[config.mk]
export PLATFORM = sky130hd
export DESIGN_NAME = asl_muldiv
export DESIGN_NICKNAME = d
export VERILOG_FILES = /design/src/design/asl_pkg.sv /design/src/design/asl_muldiv.sv
export SDC_FILE = /design/constraint.sdc
export NUM_CORES = 1
export LEC_CHECK = 0
export ABC_AREA = 1
export BUFFER_PORTS_ARGS = -buffer_cell sky130_fd_sc_hd__buf_2
export CAP_MARGIN = 20
export CELL_PAD_IN_SITES_DETAIL_PLACEMENT = 2
export CELL_PAD_IN_SITES_GLOBAL_PLACEMENT = 2
export CORE_MARGIN = 4
export CORE_UTILIZATION = 36
export DETAILED_ROUTE_END_ITERATION = 8
export GPL_TIMING_DRIVEN = 0
export PLACE_DENSITY = 0.85
export SYNTH_ARGS = -nofsm -noshare
export SYNTH_HDL_FRONTEND = slang
export SYNTH_SLANG_ARGS = --single-unit
export TNS_END_PERCENT = 5
[constraint.sdc]
create_clock -name clk_i -period 15.2 [get_ports clk_i]
set_input_delay 1.52 -clock clk_i [delete_from_list [all_inputs] [get_ports clk_i]]
set_output_delay 1.52 -clock clk_i [all_outputs]
set_load 0.02 [all_outputs]
[src/design/asl_pkg.sv]
// Shared types and constants of the adaptive size limit controller.
package asl_pkg;

  localparam int unsigned SizeW = 64;
  localparam int unsigned ZETA_FRACTION_BITS = 7;
  localparam int unsigned CntW = $clog2(SizeW);

  localparam logic [SizeW-1:0] ALL_ONES = {SizeW{1'b1}};
  localparam logic [SizeW-1:0] ZETA_UNIT = SizeW'(1) << ZETA_FRACTION_BITS;

  // Configuration register indexes.
  localparam logic [2:0] REG_INIT_CTRL  = 3'd0;
  localparam logic [2:0] REG_INIT_BUF   = 3'd1;
  localparam logic [2:0] REG_GAMMA_RCP  = 3'd2;
  localparam logic [2:0] REG_ZETA       = 3'd3;
  localparam logic [2:0] REG_THETA_RCP  = 3'd4;
  localparam logic [2:0] REG_BUF_GAIN   = 3'd5;
  localparam logic [2:0] REG_MAX_CTRL   = 3'd6;
  localparam logic [2:0] REG_MAX_BUF    = 3'd7;

  typedef enum logic [1:0] {
    MD_IDLE,
    MD_MUL,
    MD_CHK,
    MD_DIV
  } md_state_e;

  typedef enum logic [3:0] {
    S_IDLE,
    S_AMP,
    S_AMPL,
    S_ZB,
    S_OFF,
    S_CSTEP,
    S_THETA,
    S_GAIN,
    S_FIN
  } ctl_state_e;

  typedef struct packed {
    logic             start;
    logic [SizeW-1:0] x;
    logic [SizeW-1:0] y;
    logic [SizeW-1:0] z;
  } md_req_t;

  typedef struct packed {
    logic             busy;
    logic             done;
    logic [SizeW-1:0] result;
  } md_rsp_t;

endpackage

[src/design/asl_muldiv.sv]
// Bit-serial saturating multiply-divide unit: floor(x*y/z), one bit per cycle.
module asl_muldiv (
  input  logic             clk_i,
  input  logic             rst_ni,
  input  asl_pkg::md_req_t req_i,
  output asl_pkg::md_rsp_t rsp_o
);
  import asl_pkg::*;

  md_state_e        st_q, st_d;
  logic [CntW-1:0]  cnt_q, cnt_d;
  logic [SizeW-1:0] hi_q, hi_d, lo_q, lo_d, y_q, y_d, z_q, z_d;
  logic             done_q, done_d;
  logic [SizeW:0]   sum, part, rem2, diff;
  logic             ge, sat;

  always_comb begin
    sum  = {1'b0, hi_q} + {1'b0, y_q};
    part = lo_q[0] ? sum : {1'b0, hi_q};
    rem2 = {hi_q, lo_q[SizeW-1]};
    ge   = rem2 >= {1'b0, z_q};
    diff = rem2 - {1'b0, z_q};
    sat  = (z_q == '0) || (hi_q >= z_q);
  end

  // Next state.
  always_comb begin
    st_d = st_q;
    case (st_q)
      MD_IDLE: if (req_i.start) st_d = MD_MUL;
      MD_MUL:  if (cnt_q == CntW'(SizeW - 1)) st_d = MD_CHK;
      MD_CHK:  st_d = sat ? MD_IDLE : MD_DIV;
      MD_DIV:  if (cnt_q == CntW'(SizeW - 1)) st_d = MD_IDLE;
      default: st_d = MD_IDLE;
    endcase
  end

  // Datapath.
  always_comb begin
    cnt_d  = cnt_q;
    hi_d   = hi_q;
    lo_d   = lo_q;
    y_d    = y_q;
    z_d    = z_q;
    done_d = 1'b0;
    case (st_q)
      MD_IDLE: begin
        if (req_i.start) begin
          hi_d  = '0;
          lo_d  = req_i.x;
          y_d   = req_i.y;
          z_d   = req_i.z;
          cnt_d = '0;
        end
      end
      MD_MUL: begin
        hi_d  = part[SizeW:1];
        lo_d  = {part[0], lo_q[SizeW-1:1]};
        cnt_d = cnt_q + 1'b1;
      end
      MD_CHK: begin
        cnt_d = '0;
        if (sat) begin
          lo_d   = ALL_ONES;
          done_d = 1'b1;
        end
      end
      MD_DIV: begin
        hi_d   = ge ? diff[SizeW-1:0] : rem2[SizeW-1:0];
        lo_d   = {lo_q[SizeW-2:0], ge};
        cnt_d  = cnt_q + 1'b1;
        done_d = (cnt_q == CntW'(SizeW - 1));
      end
      default: ;
    endcase
  end

  always_ff @(posedge clk_i or negedge rst_ni) begin
    if (!rst_ni) begin
      st_q   <= MD_IDLE;
      done_q <= 1'b0;
      cnt_q  <= '0;
    end else begin
      st_q   <= st_d;
      done_q <= done_d;
      cnt_q  <= cnt_d;
    end
  end

  always_ff @(posedge clk_i) begin
    hi_q <= hi_d;
    lo_q <= lo_d;
    y_q  <= y_d;
    z_q  <= z_d;
  end

  assign rsp_o.busy   = (st_q != MD_IDLE);
  assign rsp_o.done   = done_q;
  assign rsp_o.result = lo_q;

endmodule

=== After elaboration in Yosys (flattened, before gate mapping) ===
Index checks and enable logic that the tools add are counted.

* Word-level logic and storage cells: 46
* Register bits after elaboration: 265
* Input port bits: 195

* Add/sub/neg operators: 3
* Reductions and logical operators: 10
* $lt $le $gt $ge: 2
* Mux-type cells: 16
* Equal/unequal tests: 8

{| class="wikitable"
|+ Operator list
! operator !! count
|-
| 64-bit 2-to-1 mux || 4
|-
| 64-bit case mux with 4 select lines || 1
|-
| 64-bit case mux with 3 select lines || 1
|-
| 64-bit by 64-bit adder with 65-bit output || 1
|-
| 65-bit by 64-bit >= comparator with 1-bit output || 1
|-
| 65-bit 2-to-1 mux || 1
|-
| 64-bit >= comparator || 1
|-
| 64-bit zero test || 1
|-
| 64-bit subtractor || 1
|-
| 6-bit case mux with 3 select lines || 1
|-
| 2-bit 2-to-1 mux || 4
|-
| 2-bit inequality test, second input constant || 4
|-
| 2-bit case mux with 4 select lines || 1
|-
| 6-bit by 1-bit adder with 6-bit output, second input constant || 1
|-
| 6-bit == test, second input constant || 1
|-
| 6-bit 2-to-1 mux || 1
|-
| 2-bit AND reduction || 3
|-
| 2-bit == test, second input constant || 2
|-
| 3-bit AND reduction || 1
|-
| 3-bit nonzero test || 1
|-
| 2-bit by 1-bit == test with 1-bit output, second input constant || 1
|-
| 2-bit zero test || 1
|-
| 1-bit case mux with 2 select lines || 1
|-
| 2-bit nonzero test || 1
|-
| 3 further kinds || 3
|}

=== Logic depth before layout (Yosys ltp) ===
Gate-level depths: netlist (run 1).

* Depth after elaboration: 4
* Depth in mapped cells: 19

=== Least setup slack after synthesis (run 1) ===
OpenSTA, ideal clock, no wires.

* Path kind: input to register
* Start point: input port req_i[192] in the netlist's numbering
* End point: register y_q[0] (enable)
* Stages: 2
* Required time: 14,582 ps
* Slack: 7,724 ps
* Data arrival time: 6,858 ps
* Path through: inv_1 > nor2_1

* Longest elaborated chain between the ends: 1

{| class="wikitable"
|+ RTL lines
! element !! line !! RTL
|-
| start, declared || asl_muldiv.sv:5 || <nowiki>input asl_pkg::md_req_t req_i,</nowiki>
|-
| 2-bit AND reduction (no source line) || - ||
|-
| end signal, assigned || asl_muldiv.sv:93 || <nowiki>y_q <= y_d;</nowiki>
|-
| end, declared || asl_muldiv.sv:12 || <nowiki>logic [SizeW-1:0] hi_q, hi_d, lo_q, lo_d, y_q, y_d, z_q, z_d;</nowiki>
|}

No other way between the ends.
A chain may end at the register's enable or synchronous reset.

==> results of run 1 <==
[worst max path at each step]
| stage | slack (ns) | end | startpoint |
|---|---|---|---|
| finish | 11.18 | rsp_o[65] | st_q[0]$_DFFE_PN0P_ |
| global route | 11.03 | rsp_o[65] | st_q[0]$_DFFE_PN0P_ |
| CTS | 11.15 | rsp_o[65] | st_q[0]$_DFFE_PN0P_ |
| detailed placement | 11.41 | hi_q[59]$_DFFE_PP_ | hi_q[0]$_DFFE_PP_ |
| global placement | 5.18 | z_q[35]$_DFFE_PP_ | req_i[192] |
| floorplan | 7.72 | y_q[0]$_DFFE_PP_ | req_i[192] |
[power groups by stage]
| stage | Sequential (mW) | Combinational (mW) | Clock (mW) |
|---|---|---|---|
| after CTS | 1.54 | 4.55 | 0.885 |
| after detailed placement | 1.55 | 4.45 | 0 |
| after global routing | 1.58 | 5.04 | 0.909 |
| final | 1.57 | 4.65 | 0.875 |
| after global placement | 1.59 | 4.18 | 0 |
| after floorplan | 1.52 | 2.65 | 0 |
[registers in the layout (all words and copies together) (netlist names)]
name    flops
z_q        64
lo_q       64
st_q        2
hi_q       64
cnt_q       6
done_q      1
y_q        64
[cell usage after synthesis, types with 2 or more instances]
master / count
a31oi_1: 3
nor3b_1: 2
buf_4: 3
a21o_1: 8
or2_2: 7
inv_2: 5
and2_1: 2
nor4_1: 14
nor2_2: 5
o2111ai_1: 30
inv_1: 630
o211ai_1: 43
buf_1: 7
nand3b_1: 25
nand2_1: 1086
nor3_2: 2
o22ai_1: 5
nor2_1: 272
a21oi_1: 265
buf_6: 5
edfxtp_1: 256
o21bai_1: 14
xnor2_1: 11
nand2_4: 2
ha_1: 193
nand4_1: 44
fa_1: 2
o21a_1: 13
buf_2: 8
clkbuf_1: 47
nand2_2: 2
nand3_1: 280
xor2_1: 15
o21ai_0: 184
o21ai_1: 2
dfrtp_1: 9
nor3_1: 33
[layer usage]
| layer | track usage | up-vias |
|---|---|---|
| met5 | 0 | - |
| met4 | 0.128 | 4 |
| met3 | 0.0391 | 216 |
| met2 | 0.586 | 875 |
| met1 | 0.436 | 13591 |
| li1 | - | 12270 |
[cell families (layout without fill, tap and decap cells)]
kind of cell | count (synthesis) | after routing | share of synthesized area
buffers and inverters | 705 | 1039 | 0.113
flip-flops | 265 | 265 | 0.331
adder cells (fa/ha/maj) | 195 | 195 | 0.103
other | 0 | 5 | 0
AND/OR/NAND/NOR | 1778 | 1778 | 0.310
XOR/XNOR | 26 | 26 | 0.00953
AO/OA/AOI/OAI | 571 | 571 | 0.133
[layout make-up]
type | count | area, sq um
multi-input cells | 2570 | 13300
clock buffers | 46 | 968
clock inverters | 20 | 195
inverters | 635 | 2380
plain buffers | 70 | 322
well taps | 864 | 1080
fillers | 8039 | 38100
flip-flops and latches | 265 | 7910
repair buffers | 268 | 1480
diodes | 5 | 12.5
[through the flow]
stage,instance area (sq um),instances,hold WS [ns],power (mW),setup WS (ns)
5_1_grt,27700,4743,0.573,7.52,11.03
6_report,27700,4743,0.552,7.09,11.18
3_5_place_dp,26500,4672,0.516,6.00,11.41
3_3_place_gp,26300,4664,0.514,5.77,5.18
4_1_cts,27600,4738,0.552,6.97,11.15
2_1_floorplan,23900,3540,0.475,4.16,7.72
==> results by group, run 1 <==
Final layout
  • Commonest non-fill, non-tap cells in the layout: nand2_1, inv_1, nand3_1
  • Commonest non-fill, non-tap cell in the layout: nand2_1
  • Final core utilization: 0.421
  • Final nets: approximately 4200
  • Area Growth Syn to Fin: 15.8%
  • Layout cells sized above 1: 0.0950

Routing
  • Wire per inst: about 26 um
  • Detailed-routed wire length on met2: ~59 mm
  • Top Metal Used: met5
  • Final ANT Viol Nets: 0
  • Final WL: roughly 120 mm
  • Wire length on met1: between 50 and 60 mm
  • Iter 0 DRT Violations: approximately 2000
  • Vias per cell: between 5 and 6
  • DRC: 0
  • Routed wl met3: 6.24 mm
  • Pre-antenna DRT Iters: 5
  • Vias: ~27000

Flow run
  • Max cap viols: 0

Pwr
  • Sw frac: 0.578
  • Combinational share of power: 0.656
  • Pint: ~3.0 mW
  • Cell Pwr Density: about 260 nW/um^2
  • Lkg Pwr: around 14 nW
  • Flop pwr share: 0.221
  • Clk pwr share: 0.123
  • Net switching power: ~4.1 mW
  • Worst IR drop on VDD: around 0.13 mV

Floorplan
  • Core Area: around 66000 sq um
  • Die Y: around 270 um
  • Initial Util: 0.363
  • Die Wd: 266 um
  • Die area: 70600 sq um
  • Row count: 94
  • Io pins: about 260

STA
  • Final period utilization: 0.264
  • Max Clock Freq: about 250 MHz
  • Max Slew Vio Count: 0
  • Rel. slew slack: 0.269
  • Final setup viols: 0
  • Unrepaired setup endpoints after global routing: no
  • Tmin final: between 4 and 5 ns
  • TNS Setup: 0 ns
  • Final hold viol count: 0
  • Clock Skew: 0.0476 ns
  • Worst Max-Slew Pin Slew: ~1.1 ns

Global route
  • GR Util All Layers: 0.339
  • Grt ovf: 0
  • First-pass GRT wire length: 182 mm
  • Largest net degree at the start of global routing: 37
  • Vias in the first global route: between 20000 and 30000
  • Initial antenna violation count: 7

Critical path
  • CP endpoint kind: output pin
  • Buf+Inv Stages, Crit Path: 3
  • Max incr delay on CP: just under 0.7 ns
  • Critical R2R Capture: lo_q[33]$_DFFE_PP_
  • Critical-path top delay cell: nor2_1
  • CP Launch Type: register
  • Critical path fanouts, max: 9
  • FF-to-FF setup slack: around 11 ns
  • Worst Path Required: 13.68 ns
  • Critical path arrival: between 2 and 3 ns
  • Critical path class: register to output pin
  • R2R depth: 11
  • Crit. path cell count: 4
  • R2r startpoint: hi_q[63]$_DFFE_PP_
  • Worst path top cell family by delay: buffers and inverters
  • Crit-path cells: clkbuf_1, nor2_1, inv_1, buf_2

Clock network
  • H-tree depth: 2
  • CTS Hold Bufs: 0
  • Clock latency on the worst-skew pair: approximately 0.60 ns
  • Total CTS buffers: 36
  • Buffer depth of the longest clock path: 3
  • Root Buffer: clkbuf_16
  • CTS tree: yes
  • Clock Sinks: 265
  • Setup bufs post-CTS: 0
  • Clock Pin Slew Worst Setup and Hold Paths: ~0.07 ns
  • Cts repair resizes: 0

Yosys
  • Synthesized flop and latch total: around 270
  • Area share of the largest cell type after synthesis: 0.322
  • Post-synthesis sequential area ratio: 0.331
  • Syn Nets: approximately 3900
  • Post-Syn Area per Cell: ~6.7 sq um
  • Post-synth EDFFs: roughly 260
  • Mapped Area: between 20000 and 25000 sq um
  • Synth area leader: edfxtp_1
  • Synth Instances: around 3500
  • Synth Warn #: 0
  • Main synth FF type: edfxtp_1
  • Async set-reset flop share out of synthesis: 0.0340
  • Synth cell types: 43
  • Area contributors post-synth: edfxtp_1, nand2_1, ha_1

Worst hold path
  • Hold path start: cnt_q[1]$_DFFE_PN0P_
  • Worst hold endpoint: cnt_q[1]$_DFFE_PN0P_
  • Class of the worst hold path: register to register
  • Hold Path Depth: 1

Placement
  • IO buf count: 260
  • Post-DP HPWL: around 100 mm
  • GP Congestion: roughly 0.93

Run status
  • Status: complete, no violations
Power figures use the tool's default switching activity.
==> inputs of run 2 (changes only) <==
CORE_UTILIZATION = 30   (was 36)
PLACE_DENSITY = 0.75   (was 0.85)
clock period = 3.33 ns   (was 15.2 ns; I/O delays follow)
==> run 2 against run 1 <==
  * Hold slack got worse by 0.51 ns
  * Worst setup slack got worse by 11 ns
  * Total power rose to 4.8 times the previous value
  * Flip-flop and latch count unchanged
  * Sequential power rose to 4.3 times the previous value
  * The run now ends with setup timing left
  * Final area up 9.4%
  * Non-clock buffer count grew 203
  * First-iteration DRC count shrank 2.0%
  * Register-to-register slack got worse by 11 ns
  * Largest cell class unchanged
  * Global-route usage is 4.8 points lower
  * Clock power grew to 4.6 times the previous value
==> results by group, run 2 (same netlist as run 1, synthesis figures left out) <==
Floorplan
  • Die Y: 290 um (+9.3%)
  • Core Area: 79000 sq um (+20%)
  • Initial Util: 0.302 (-0.0610)
  • Die area: 84200 sq um (+19%)
  • Die Wd: 290 um (+9.3%)
  • Io pins: 261 (unchanged)
  • Row count: 103 (+9.6%)

Clock network
  • CTS tree: yes
  • Clock Sinks: 265 (unchanged)
  • Root Buffer: clkbuf_16
  • Clock Pin Slew Worst Setup and Hold Paths: 0.07 ns (about the same)
  • Total CTS buffers: 37 (+2.8%)
  • Clock latency on the worst-skew pair: 0.60 ns (about the same)
  • H-tree depth: 2 (unchanged)
  • Buffer depth of the longest clock path: 3 (unchanged)

Final layout
  • Filler cells: 9463 (+18%)
  • Commonest non-fill, non-tap cells in the layout: nand2_1, inv_1, buf_2
  • Final nets: 4440 (+4.8%)
  • Commonest non-fill, non-tap cell in the layout: nand2_1
  • Area Growth Syn to Fin: 26.6%
  • Area of the multi-input gates: 13700 sq um (+3.2%)
  • Register area: 7910 sq um (unchanged)
  • Layout cells sized above 1: 0.133 (+0.0377)

Critical path
  • CP Launch Type: register
  • Worst Path Required: 3.67 ns (-10.01 ns)
  • CP endpoint kind: register
  • Critical path class: register to register
  • FF-to-FF setup slack: -0.11 ns (-11.37 ns)
  • Critical path arrival: 3.78 ns (+1.28 ns)
  • Critical path fanouts, max: 10 (+1)

STA
  • Final WS setup: -0.107 ns (-11.29 ns)
  • Worst Hold Slack: 0.0404 ns (-0.512 ns)
  • Final setup viols: 38 (+38)
  • Final period utilization: 1.03
  • Worst Max-Slew Pin Slew: 1.09 ns (-0.00741 ns)
  • Clock Skew: 0.0352 ns (-0.0124 ns)
  • Final hold viol count: 0 (unchanged)
  • Max Slew Vio Count: 0 (unchanged)
  • Rel. slew slack: 0.274 (+0.00494)
  • Unrepaired setup endpoints after global routing: yes
  • Max Clock Freq: 291 MHz
  • TNS Setup: -1.11 ns (-1.11 ns)
  • Tmin final: between 3 and 4 ns

Routing
  • Vias: 27732 (+2.9%)
  • Iter 0 DRT Violations: 1969 (-2.0%)
  • Detailed-routed wire length on met2: 62.8 mm (+6.5%)
  • Final WL: 132 mm (+6.8%)
  • DRC: 0 (unchanged)
  • Top Metal Used: met4
  • Final ANT Viol Nets: 0 (unchanged)
  • Wire length on met1: 56.7 mm (+6.7%)
  • Wire per inst: 25.7 um (-1.3%)
  • Pre-antenna DRT Iters: 5 (unchanged)
  • Vias per cell: 5.40 (-4.9%)
  • Routed wl met3: 7.14 mm (+14%)

Global route
  • Initial antenna violation count: 3 (-4)
  • GR Util All Layers: 0.290 (-0.0481)
  • Vias in the first global route: 28996 (-0.51%)
  • First-pass GRT wire length: 186 mm (+2.2%)
  • Largest net degree at the start of global routing: 35 (-5.4%)
  • Grt ovf: 0 (unchanged)

Placement
  • IO buf count: 260 (unchanged)
  • Placement Setup Slack: -0.767 ns (-12.17 ns)
  • Post-DP HPWL: 101 mm (+0.15%)
  • GP Congestion: 0.951 (+2.0%)

Run status
  • Status: complete, but fails checks
  • Failing checks: setup timing

Flow run
  • Max cap viols: 0 (unchanged)

Pwr
  • Pwr Total: 34.2 mW (+380%)
  • Cell Pwr Density: 1130 nW/um^2 (+340%)
  • Lkg Pwr: 14.6 nW (+7.1%)
  • Worst IR drop on VDD: 0.464 mV (+270%)

Worst hold path
  • Class of the worst hold path: input port to register
==> run 2: cell types whose count changed in the layout (fill, tap and decap cells not counted), moves of 8 or more <==
| cell | change |
|---|---|
| buf_4 | +70 |
| dlygate4sd3_1 | +129 |
| ha_1 | -42 |
| ha_2 | +33 |
| ha_4 | +9 |
| nand2_1 | -18 |
| nand2_2 | +18 |
| nand3_1 | -17 |
| nand3_2 | +15 |
| nor2_1 | -10 |
| nor2_2 | +8 |
==> run 2: power by group <==
part	internal (mW)	switching, mW	leakage, nW
sequential	5.50	1.30	2.61
combinational	6.99	16.4	11.4
clock	2.17	1.82	0.571
total	14.7	19.6	14.6
==> run 2: routing by layer <==
metal	GRT usage	vias up
met2	0.495	900
met4	0.101	0
met1	0.385	13957
li1	-	12659
met3	0.0287	216
met5	0	-
==> run 2: worst paths after layout <==
kind / start / to / depth (start not counted)
setup / recovery: hi_q[62]$_DFFE_PP_ / hi_q[58]$_DFFE_PP_ / 13
hold / removal: req_i[167] / lo_q[39]$_DFFE_PP_ / 3
setup reg to reg: hi_q[62]$_DFFE_PP_ / hi_q[58]$_DFFE_PP_ / 13
hold reg to reg: cnt_q[0]$_DFFE_PN0P_ / cnt_q[0]$_DFFE_PN0P_ / 1
max in group asynchronous: rst_ni / cnt_q[2]$_DFFE_PN0P_ / 2
min in group asynchronous: rst_ni / cnt_q[0]$_DFFE_PN0P_ / 2
==> run 2: timing repair <==
item | 4_1_cts | 5_1_grt
pin swaps | 1 | 3
setup buffers | 26 | 46
endpoints found under the hold margin | 137 | 0
endpoints found under the setup margin | 129 | 118
hold buffers | 129 | 0
gates resized for setup | 30 | 98
==> run 2: area by class of cell <==
type,count,area share
Antenna cell,4,0.000331
Buffer,70,0.0115
Clock buffer,42,0.0312
Clock inverter,25,0.00749
Inverter,635,0.0789
Multi-Input combinational cell,2570,0.454
Sequential cell,265,0.262
Tap cell,1050,0.0434
Timing Repair Buffer,471,0.112
==> run 2: through the flow <==
| stage | std cells | utilization | cell area (sq um) |
|---|---|---|---|
| 2_1_floorplan | 3540 | - | 23900 |
| 3_3_place_gp | 4850 | 0.336 | 26500 |
| 3_5_place_dp | 4860 | 0.339 | 26800 |
| 4_1_cts | 5082 | 0.374 | 29500 |
| 5_1_grt | 5131 | 0.383 | 30300 |
| 6_report | 5132 | 0.383 | 30300 |
==> run 2: worst max-delay path, cell delays in order, from the launching register on <==
cell	delay, ns
edfxtp_1	0.51
ha_4	0.36
clkinvlp_4	0.28
buf_6	0.23
nor4_4	0.31
nand2_2	0.14
nor3_4	0.24
nand2_4	0.15
nand2_4	0.13
buf_8	0.17
buf_8	0.18
nand3_1	0.20
nand2_1	0.17
nand2_1	0.09
==> inputs of run 3 (changes only) <==
ABC_AREA = default   (was 1)
CORE_UTILIZATION = 33   (was 30)
PLACE_DENSITY = 0.85   (was 0.75)
==> run 3 against run 2 <==
  * The run ends with DRC, setup timing left
  * Die area shrank 19%
  * Wire length shrank 1.8%
  * Non-clock buffer count grew 130
  * Utilization grew 7.7 points
  * Sequential power shrank 6.8%
  * Final cell count shrank 26%
  * Sequential share of layout area grew 1.1 points
==> results by group, run 3 <==
Final layout
  • Post-Layout Cell Count: 3790 (-26%)
  • Layout cells sized above 1: 0.275 (+0.142)
  • Final core utilization: 0.459 (+0.0765)
  • Commonest non-fill, non-tap cell in the layout: buf_2
  • Register area: 7910 sq um (unchanged)
  • Commonest non-fill, non-tap cells in the layout: buf_2, edfxtp_1, nand2_1
  • Area Growth Syn to Fin: 37.7%
  • Filler cells: 6602 (-30%)
  • Final nets: 3305 (-26%)
  • Area of the multi-input gates: 13900 sq um (+1.2%)
  • Post-route cell area: 29000 sq um (-4.0%)

Global route
  • First-pass GRT wire length: 164 mm (-12%)
  • GR Util All Layers: 0.317 (+0.0263)
  • Grt ovf: 0 (unchanged)
  • Initial antenna violation count: 6 (+3)
  • Vias in the first global route: 24721 (-15%)
  • Largest net degree at the start of global routing: 65 (+86%)

Clock network
  • Total CTS buffers: 31 (-16%)
  • Clock Pin Slew Worst Setup and Hold Paths: 0.08 ns (about the same)
  • CTS tree: yes
  • Clock Sinks: 265 (unchanged)
  • Root Buffer: clkbuf_16
  • H-tree depth: 1 (-1)
  • Buffer depth of the longest clock path: 3 (unchanged)
  • Clock latency on the worst-skew pair: 0.62 ns (+0.02 ns)

Placement
  • Placed cell count: 3450 (-29%)
  • Post-DP HPWL: 74.6 mm (-26%)
  • GP Congestion: 0.934 (-1.7%)
  • IO buf count: 260 (unchanged)
  • DP Area: 23600 sq um (-12%)

STA
  • Clock Skew: 0.0314 ns (-0.00376 ns)
  • Tmin final: 4.05 ns (+0.610 ns)
  • Final hold viol count: 0 (unchanged)
  • Max Slew Vio Count: 0 (unchanged)
  • Final WS setup: -0.716 ns (-0.610 ns)
  • Final period utilization: 1.22 (+0.183)
  • Final setup viols: 130 (+240%)
  • Rel. slew slack: 0.238 (-0.0361)
  • Worst Max-Slew Pin Slew: 1.14 ns (+0.0541 ns)
  • Unrepaired setup endpoints after global routing: yes
  • Max Clock Freq: 247 MHz (-15%)

Yosys
  • Post-Syn Area per Cell: 9.02 sq um (+34%)
  • Synth Instances: 2338 (-34%)
  • Mapped Area: 21100 sq um (-12%)
  • Area share of the largest cell type after synthesis: 0.364 (+0.0428)
  • Post-synthesis sequential area ratio: 0.375 (+0.0440)
  • Area contributors post-synth: edfxtp_1, ha_1, o21ai_0
  • Main synth FF type: edfxtp_1
  • Most common cell in the netlist: edfxtp_1
  • Post-synth EDFFs: 256 (unchanged)
  • Synth area leader: edfxtp_1
  • Synth Warn #: 0 (unchanged)
  • Syn Nets: 2728 (-31%)
  • Synthesized flop and latch total: 265 (unchanged)
  • Top post-synthesis cells by count: edfxtp_1, nand2_1, o21ai_0
  • Async set-reset flop share out of synthesis: 0.0340 (unchanged)
  • Synth cell types: 82 (+91%)

Pwr
  • Net switching power: 18.7 mW (-4.4%)
  • Combinational share of power: 0.714 (+0.029)
  • Worst IR drop on VDD: 0.524 mV (+13%)
  • Flop pwr share: 0.186 (-0.013)
  • Lkg Pwr: 12.1 nW (-17%)
  • Cell Pwr Density: 1180 nW/um^2 (+3.9%)
  • Sw frac: 0.548 (-0.0237)
  • Clk pwr share: 0.100 (-0.017)
  • Pint: 15.4 mW (+5.2%)

Critical path
  • Worst Path Required: 3.68 ns (about the same)
  • Critical path arrival: 4.39 ns (+0.61 ns)
  • FF-to-FF setup slack: -0.72 ns (-0.61 ns)
  • Critical path fanouts, max: 6 (-4)
  • Critical path class: register to register
  • CP endpoint kind: register
  • CP Launch Type: register
  • Critical R2R Capture: hi_q[54]$_DFFE_PP_
  • R2r startpoint: hi_q[34]$_DFFE_PP_
  • R2R depth: 12 (-1)

Floorplan
  • Initial Util: 0.334 (+0.0313)
  • Io pins: 261 (unchanged)
  • Core Area: 63200 sq um (-20%)
  • Die Y: 261 um (-10%)
  • Die area: 68000 sq um (-19%)
  • Die Wd: 261 um (-10%)
  • Row count: 92 (-11%)

Run status
  • Failing checks: DRC, setup timing
  • Status: complete, but fails checks

Worst hold path
  • Worst hold endpoint: lo_q[49]$_DFFE_PP_
  • Hold Path Depth: 3 (unchanged)
  • Class of the worst hold path: input port to register
  • Hold path start: req_i[177]

Routing
  • Final WL: 130 mm (-1.8%)
  • DRC: 1 (+1)
  • Pre-antenna DRT Iters: 9 (+4)
  • Vias: 24754 (-11%)
  • Final ANT Viol Nets: 0 (unchanged)
  • Iter 0 DRT Violations: 3194 (+62%)
  • Wire per inst: 34.2 um (+33%)
  • Vias per cell: 6.53 (+21%)

Flow run
  • Max cap viols: 0 (unchanged)
run 3: cell types whose count changed after synthesis, sizes merged, moves of 27 or more:
cell / before / now
a31oi: 3 / 33
xnor2: 11 / 68
mux2i: 0 / 35
nor2: 277 / 107
nor2b: 0 / 35
a21o: 8 / 105
o21ai: 186 / 235
o2111ai: 30 / 3
inv: 635 / 113
nand3: 281 / 33
nand2: 1090 / 249
a21oi: 265 / 199
clkbuf: 47 / 102
nand2b: 0 / 73
run 3: worst max-delay path by stage:
stage,start,end,slack (ns),cells past startpoint
global placement,st_q[0]$_DFFE_PN0P_,z_q[12]$_DFFE_PP_,-1.78,5
floorplan,hi_q[59]$_DFFE_PP_,lo_q[0]$_DFFE_PP_,0.03,8
global route,hi_q[34]$_DFFE_PP_,hi_q[54]$_DFFE_PP_,-0.77,12
CTS,lo_q[63]$_DFFE_PP_,hi_q[56]$_DFFE_PP_,-0.23,15
finish,hi_q[34]$_DFFE_PP_,hi_q[54]$_DFFE_PP_,-0.72,12
detailed placement,hi_q[3]$_DFFE_PP_,hi_q[60]$_DFFE_PP_,-1.33,11
run 3: per-stage QoR:
step / TNS (ns) / setup slack, ns / power, mW / hold slack (ns)
2_1_floorplan: 0 / 0.0277 / 16.7 / 0.0374
3_3_place_gp: -484.00 / -1.78 / 21.6 / 0.193
5_1_grt: -44.65 / -0.770 / 34.7 / 0.120
6_report: -41.48 / -0.716 / 34.1 / 0.0971
4_1_cts: -9.86 / -0.229 / 28.6 / 0.0727
3_5_place_dp: -197.24 / -1.33 / 22.6 / 0.208
run 3: timing repair:
item	in CTS	in global routing
pin swaps	62	63
setup buffers	117	61
setup endpoints to repair	324	130
endpoints found under the hold margin	137	0
cloned	5	1
resized for setup	233	203
hold buffers	129	0
run 3: worst max-delay path, cell delays in order (launching register included):
cell and delay (ns):
edfxtp_1 0.49, buf_4 0.21, ha_1 0.41, a21oi_2 0.35, o21a_1 0.25, o21ai_0 0.12, a31oi_1 0.33, o21ai_0 0.22
a31oi_1 0.41, nand2_2 0.24, a31oi_1 0.27, xor2_1 0.34, o21ai_1 0.13
run 3: area by class of cell:
class	instances	area share
buffer	93	0.0185
antenna	6	0.000517
timing repair buffer	578	0.146
sequential	265	0.273
tap	846	0.0365
inverter	113	0.0151
timing repair inverter	2	0.000431
clock inverter	18	0.00375
multi-input combinational	1831	0.479
clock buffer	38	0.0276
run 3: logic make-up (layout without fill, tap and decap cells):
| group | after synthesis | count (layout) | share of synthesized area |
|---|---|---|---|
| AO/OA/AOI/OAI | 799 | 799 | 0.236 |
| AND/OR/NAND/NOR | 687 | 687 | 0.162 |
| flip-flops | 265 | 265 | 0.375 |
| buffers and inverters | 242 | 842 | 0.0453 |
| adder cells (fa/ha/maj) | 195 | 195 | 0.116 |
| XOR/XNOR | 109 | 109 | 0.0453 |
| multiplexers | 41 | 41 | 0.0198 |
| other | 0 | 6 | 0 |
run 3: power by group through the flow:
stage,Sequential [mW],Combinational (mW),Clock (mW)
3_5_place_dp,6.61,16.0,0
5_1_grt,6.31,24.8,3.53
4_1_cts,6.25,19.0,3.30
2_1_floorplan,6.26,10.5,0
6_report,6.34,24.4,3.41
3_3_place_gp,6.54,15.1,0
run 3: layer usage:
| metal | up-vias | share of wire | track usage | routed length, um |
|---|---|---|---|---|
| li1 | 9931 | - | - | - |
| met1 | 12293 | 0.37 | 0.390 | 47700 |
| met2 | 1880 | 0.45 | 0.528 | 58700 |
| met3 | 646 | 0.11 | 0.0832 | 13900 |
| met4 | 4 | 0.071 | 0.128 | 9220 |
| met5 | - | 0.00016 | 0 | 21 |
